==> src/hdl/tdcs_pkg.sv <==
package tdcs_pkg;

   localparam int TF_W     = 32;
   localparam int CL_W     = 40;
   localparam int DL_W     = 32;
   localparam int PROD_W   = TF_W + CL_W;
   localparam int FRAC_W   = 16;
   localparam int DIVD_W   = PROD_W + FRAC_W;
   localparam int CNT_W    = 7;
   localparam int M_W      = 32;
   localparam int LG_W     = 23;
   localparam int K_W      = 31;
   localparam int V_W      = 22;
   localparam int SUM_W    = 27;
   localparam int CSR_A_W  = 5;
   localparam int CSR_D_W  = 64;

   localparam logic [K_W-1:0]   LOG10_2_Q32 = 31'd1292913986;
   localparam logic [SUM_W-1:0] SUM_MAX     = {SUM_W{1'b1}};

   localparam logic [1:0] REG_COLL_LEN_TITLE = 2'd0;
   localparam logic [1:0] REG_COLL_LEN_BODY  = 2'd1;
   localparam logic [1:0] REG_COLL_LEN_WHOLE = 2'd2;

   typedef enum logic [2:0] {
      U_IDLE, U_MUL, U_PREP, U_DIV, U_ADDX, U_NORM, U_LOG, U_SCALE
   } unit_state_type;

   typedef enum logic [1:0] {
      T_IDLE, T_BUSY, T_ACC
   } top_state_type;

   typedef struct packed {
      logic [TF_W-1:0] tf;
      logic [CL_W-1:0] ctf;
      logic [CL_W-1:0] cl;
      logic [DL_W-1:0] dl;
   } term_op_type;

endpackage

==> src/hdl/tdcs_term_unit.sv <==
module tdcs_term_unit import tdcs_pkg::*; (
   input  logic            clock,
   input  logic            reset,
   input  logic            start,
   input  term_op_type     op,
   output logic            done,
   output logic [V_W-1:0]  value
);

   unit_state_type     state_ff, state_in;
   logic [CNT_W-1:0]   cnt_ff, cnt_in;
   logic [TF_W-1:0]    mpl_n_ff, mpl_n_in;
   logic [DL_W-1:0]    mpl_d_ff, mpl_d_in;
   logic [CL_W-1:0]    mcd_n_ff, mcd_n_in;
   logic [CL_W-1:0]    mcd_d_ff, mcd_d_in;
   logic [PROD_W-1:0]  prod_n_ff, prod_n_in;
   logic [PROD_W-1:0]  prod_d_ff, prod_d_in;
   logic [DIVD_W-1:0]  divd_ff, divd_in;
   logic [PROD_W-1:0]  rem_ff, rem_in;
   logic [M_W-1:0]     m_ff, m_in;
   logic [LG_W-1:0]    lg_ff, lg_in;
   logic [V_W-1:0]     value_ff, value_in;
   logic               done_ff, done_in;

   logic [PROD_W:0]    r2;
   logic [PROD_W+1:0]  diff;
   logic [2*M_W-1:0]   sq;
   logic [M_W:0]       t;
   logic [LG_W+K_W-1:0] scaled;

   always_ff @(posedge clock) begin
      if (reset) begin
         state_ff <= U_IDLE;
         done_ff  <= 1'b0;
      end else begin
         state_ff <= state_in;
         done_ff  <= done_in;
      end
      cnt_ff    <= cnt_in;
      mpl_n_ff  <= mpl_n_in;
      mpl_d_ff  <= mpl_d_in;
      mcd_n_ff  <= mcd_n_in;
      mcd_d_ff  <= mcd_d_in;
      prod_n_ff <= prod_n_in;
      prod_d_ff <= prod_d_in;
      divd_ff   <= divd_in;
      rem_ff    <= rem_in;
      m_ff      <= m_in;
      lg_ff     <= lg_in;
      value_ff  <= value_in;
   end

   always_comb begin
      state_in  = state_ff;
      cnt_in    = cnt_ff;
      mpl_n_in  = mpl_n_ff;
      mpl_d_in  = mpl_d_ff;
      mcd_n_in  = mcd_n_ff;
      mcd_d_in  = mcd_d_ff;
      prod_n_in = prod_n_ff;
      prod_d_in = prod_d_ff;
      divd_in   = divd_ff;
      rem_in    = rem_ff;
      m_in      = m_ff;
      lg_in     = lg_ff;
      value_in  = value_ff;
      done_in   = 1'b0;
      r2        = {rem_ff, divd_ff[DIVD_W-1]};
      diff      = {1'b0, r2} - {2'b00, prod_d_ff};
      sq        = m_ff * m_ff;
      t         = sq[2*M_W-1:M_W-1];
      scaled    = (LG_W+K_W)'(lg_ff) * (LG_W+K_W)'(LOG10_2_Q32)
                  + (LG_W+K_W)'(64'h8000_0000);
      case (state_ff)
         U_IDLE: begin
            if (start) begin
               mpl_n_in  = op.tf;
               mcd_n_in  = op.cl;
               mpl_d_in  = op.dl;
               mcd_d_in  = op.ctf;
               prod_n_in = '0;
               prod_d_in = '0;
               cnt_in    = '0;
               state_in  = U_MUL;
            end
         end
         U_MUL: begin
            // shift-and-add, multiplier bits msb first
            prod_n_in = {prod_n_ff[PROD_W-2:0], 1'b0}
                        + (mpl_n_ff[TF_W-1] ? PROD_W'(mcd_n_ff) : '0);
            prod_d_in = {prod_d_ff[PROD_W-2:0], 1'b0}
                        + (mpl_d_ff[DL_W-1] ? PROD_W'(mcd_d_ff) : '0);
            mpl_n_in  = {mpl_n_ff[TF_W-2:0], 1'b0};
            mpl_d_in  = {mpl_d_ff[DL_W-2:0], 1'b0};
            cnt_in    = cnt_ff + 1'b1;
            if (cnt_ff == CNT_W'(TF_W - 1)) begin
               state_in = U_PREP;
            end
         end
         U_PREP: begin
            prod_d_in = prod_d_ff + 1'b1;
            divd_in   = {prod_n_ff, {FRAC_W{1'b0}}};
            rem_in    = '0;
            cnt_in    = '0;
            state_in  = U_DIV;
         end
         U_DIV: begin
            // restoring division, one quotient bit per cycle
            if (!diff[PROD_W+1]) begin
               rem_in  = diff[PROD_W-1:0];
               divd_in = {divd_ff[DIVD_W-2:0], 1'b1};
            end else begin
               rem_in  = r2[PROD_W-1:0];
               divd_in = {divd_ff[DIVD_W-2:0], 1'b0};
            end
            cnt_in = cnt_ff + 1'b1;
            if (cnt_ff == CNT_W'(DIVD_W - 1)) begin
               state_in = U_ADDX;
            end
         end
         U_ADDX: begin
            divd_in  = divd_ff + (DIVD_W'(1) << FRAC_W);
            cnt_in   = '0;
            state_in = U_NORM;
         end
         U_NORM: begin
            // left-justify, a byte at a time while the top byte is clear, else a bit at a time
            if (divd_ff[DIVD_W-1]) begin
               m_in     = divd_ff[DIVD_W-1 -: M_W];
               lg_in    = LG_W'(CNT_W'(DIVD_W - 1 - FRAC_W) - cnt_ff);
               cnt_in   = '0;
               state_in = U_LOG;
            end else if (divd_ff[DIVD_W-1 -: 8] == 8'd0) begin
               divd_in = {divd_ff[DIVD_W-9:0], 8'd0};
               cnt_in  = cnt_ff + CNT_W'(8);
            end else begin
               divd_in = {divd_ff[DIVD_W-2:0], 1'b0};
               cnt_in  = cnt_ff + 1'b1;
            end
         end
         U_LOG: begin
            // squaring step: one fraction bit of log2 per cycle
            lg_in  = {lg_ff[LG_W-2:0], t[M_W]};
            m_in   = t[M_W] ? t[M_W:1] : t[M_W-1:0];
            cnt_in = cnt_ff + 1'b1;
            if (cnt_ff == CNT_W'(FRAC_W - 1)) begin
               state_in = U_SCALE;
            end
         end
         U_SCALE: begin
            value_in = scaled[32 +: V_W];
            done_in  = 1'b1;
            state_in = U_IDLE;
         end
         default: begin
            state_in = U_IDLE;
         end
      endcase
   end

   assign done  = done_ff;
   assign value = value_ff;

endmodule

==> config.mk <==
export PLATFORM = sky130hd
export DESIGN_NAME = tdcs_term_unit
export DESIGN_NICKNAME = d
export VERILOG_FILES = /design/src/hdl/tdcs_pkg.sv /design/src/hdl/tdcs_term_unit.sv
export SDC_FILE = /design/constraint.sdc
export NUM_CORES = 2
export LEC_CHECK = 0
export ABC_CLOCK_PERIOD_IN_PS = 41000
export BUFFER_PORTS_ARGS = -buffer_cell sky130_fd_sc_hd__buf_2
export CAP_MARGIN = 20
export CORE_MARGIN = 5
export CORE_UTILIZATION = 56
export DETAILED_ROUTE_END_ITERATION = 12
export HOLD_SLACK_MARGIN = 0.12
export PLACE_DENSITY = 0.74
export SLEW_MARGIN = 25
export SYNTH_ARGS = -nofsm -noshare
export SYNTH_HDL_FRONTEND = slang
export SYNTH_SLANG_ARGS = --single-unit
==> constraint.sdc <==
create_clock -name clock -period 41 [get_ports clock]
set_input_delay 6.15 -clock clock [delete_from_list [all_inputs] [get_ports clock]]
set_output_delay 6.15 -clock clock [all_outputs]
set_load 0.02 [all_outputs]
==> flow_summary.toml <==
[outcome]
status = "completed"

[synth]
syn_area_per_cell_um2 = 9.41
synth_cell_types = 96
synth_edf_count = 532
yosysTopAreaCell = "fa_1"
synth_area_leaders = "fa_1 26%, edfxtp_1 22%, ha_1 12%"
netlist_area_um2 = 72800
synth_nets = 9543
yosys_warnings = 0
postSynth.asyncResetShare_pct = 0
synth.yosys.seq_area_share_pct = 22.0
synth_top_area_share_pct = 26.1
syn_inst = 7739
ys_ff_latch = 536
synthFlopType = "edfxtp_1"

[sta]
report.final.hold_viol_count = 0
setup_viol = 0
final.min_clock_period_ps = 10270
maxSlewViolCount = 0
timing.fmax_mhz = 97.4
setup_tns_ps = 0
slew_headroom_pct = 31.9
finalCritPeriodShare_pct = 25.1
worstMarginPinSlew_ps = 1020
rsz0062_at_grt = "false"
fin_skew_ps = 68.8

[routing]
drcViolationCount = 0
vias = 55300
wl_um = 184000
firstDrtPassIters = 10
drt-wirelength-per-cell_um = 19.3
drt-initial-drc-count = 4802
postRouteAntennaNets = 0
detail_route.vias_per_cell = 5.81

[global_routing]
grt_remaining_overflow = 0
grt_pass1_vias = 57400
grt_first_pass_wirelength_um = 301000
grt_max_degree = 92
grt_antenna_before_repair = 3
grt_use_total_pct = 26.9

[clock_network]
hold_buffers = 0
path_clk_slew_ps = 60
ctsResizeCount = 0
clock_latency_ps = 670
cts_setup_buffers = 0
clockRootBuffer = "clkbuf_16"
htree_levels = 2
clock_path_buffers = 3
cts_tree = "built"
cts.sinks = 536
cts_made_buffers = 57

[layout]
stdcell_count = 9513
drive_above_1_share_pct = 5.11
area_growth_pct = 6.03
layout_common_cells = "1,433 x inv_1, 950 x fa_1, 808 x nand2_1"
final_core_util_pct = 59.7
final_common_cell = "inv_1"
nets = 9527

[worst_setup_path]
reg2reg_depth = 31
worstSetupPathType = "flip-flop to flip-flop"
slowest_delay_ps = 840
cp-start-kind = "flip-flop"
crit_family = "adder cells"
crit_path_top_delay_cell = "and2_2"
cpMostUsedCell = "fa_1"
cp.depth = 31
cp_max_fo = 34
crit_path_end_kind = "flip-flop"
crit_buf_inv = 8
required_ps = 41390
critPathArrivalTime_ps = 10660

[floorplanning]
initial_utilization_pct = 56.3
die_area_um2 = 137000
die_w_um = 371
core_um2 = 129000
fp-row-count = 132
die_y_um = 371
num_io_pins = 170

[min_path]
hold_class = "flip-flop to flip-flop"
min_path_cells = 2

[place]
gp_congestion = 0.938
dp_cells = 9404
port_buffers = 169
dp_hpwl_um = 141000

[power_and_ir_drop]
p_per_area_nw_per_um2 = 65.6
leakagePower_uw = 0.0367
ir_drop_uv = 161

[job]
cap_violations = 0
-- through the flow --
stage	total power [uW]	instance area (um2)	worst slack (ps)	hold WS, ps
after global placement	4390	75200	31120	493
final	5070	77200	30730	490
after global routing	5500	77200	30460	517
after detailed placement	4450	75200	30940	498
after CTS	5030	77200	30900	488
after floorplan	3540	72800	23850	484
-- worst reg2reg max path: cells and delay by family, from the launching register on --
family,cells,cell delay [ps]
flops,1,320
xor+xnor,1,130
fa+ha+maj,9,4190
simple gates,3,1460
buf+inv,8,1150
compound gates,9,2430
mux,1,290
-- cell type report --
class	instances	area, um2
fillers	10800	52100
multi-input cells	5455	50300
flip-flops and latches	536	16100
inverters	1438	5400
well taps	1742	2180
clock buffers	66	1460
repair buffers	235	1370
clock inverters	39	484
diodes	2	5.00
-- power breakdown --
| group | switching (uW) | internal, uW | total [uW] |
|---|---|---|---|
| Clock | 236 | 313 | 549 |
| Combinational | 2150 | 1340 | 3490 |
| Sequential | 159 | 871 | 1030 |
| Total | 2550 | 2520 | 5070 |
-- synthesized netlist by cell type (10+ instances only) --
cell type / count
nand4_1: 87
a21oi_1: 349
nor3_1: 64
o21bai_1: 35
ha_1: 707
fa_1: 950
a2111oi_0: 12
a41oi_1: 10
and3_1: 77
and2_1: 360
nor4_1: 21
o31ai_1: 13
mux2i_1: 35
nand2b_1: 33
nand2_1: 813
nor2b_1: 32
o21a_1: 31
o21ai_0: 207
nand3_1: 155
a31oi_1: 49
and4_1: 16
a21o_1: 178
nor2_1: 356
or2_2: 19
o22ai_1: 68
edfxtp_1: 532
buf_1: 15
xnor2_1: 285
xor2_1: 141
o211ai_1: 30
a222oi_1: 51
a211oi_1: 43
or3_1: 16
a22o_1: 11
inv_1: 1434
clkbuf_1: 282
a221oi_1: 20
a21boi_0: 12
a31o_2: 16
-- sequential cells by signal, summed over array words and instances (netlist names) --
register   count
rem_ff        72
mpl_n_ff      32
value         22
mpl_d_ff      32
mcd_d_ff      40
cnt_ff         7
prod_n_ff     72
lg_ff         23
m_ff          32
mcd_n_ff      40
state_ff       3
prod_d_ff     72
divd_ff       88
done           1
-- logic make-up (layout without fill, tap and decap cells) --
kind of cell               Yosys count  after routing  synth area share, %
and+or+nand+nor                   2089           2089                 13.7
buffers and inverters             1748           1778                 9.04
adders and majority gates         1657           1657                 38.3
AOI/OAI and AO/OA                 1245           1245                 11.3
DFF                                536            536                 22.0
xor gates and xnor gates           426            426                 5.12
muxes                               38             38                0.527
other                                0              2                    0
-- path summary, 6_finish.rpt --
kind                     from          end  slack (ps)
setup / recovery      m_ff[9]      m_ff[3]       30730
hold reg to reg   mpl_n_ff[2]  mpl_n_ff[3]         490
hold / removal    mpl_n_ff[2]  mpl_n_ff[3]         490
setup reg to reg      m_ff[9]      m_ff[3]       30730
-- routing by layer --
metal / vias to the layer above / global-route usage [%] / routed length, um
li1: 25400 / - / -
met5: - / 0 / 8
met4: 2 / 7.96 / 5860
met2: 2200 / 45.1 / 87700
met3: 401 / 4.00 / 14400
met1: 27300 / 36.6 / 76000
(Power assumes the default switching activity.)
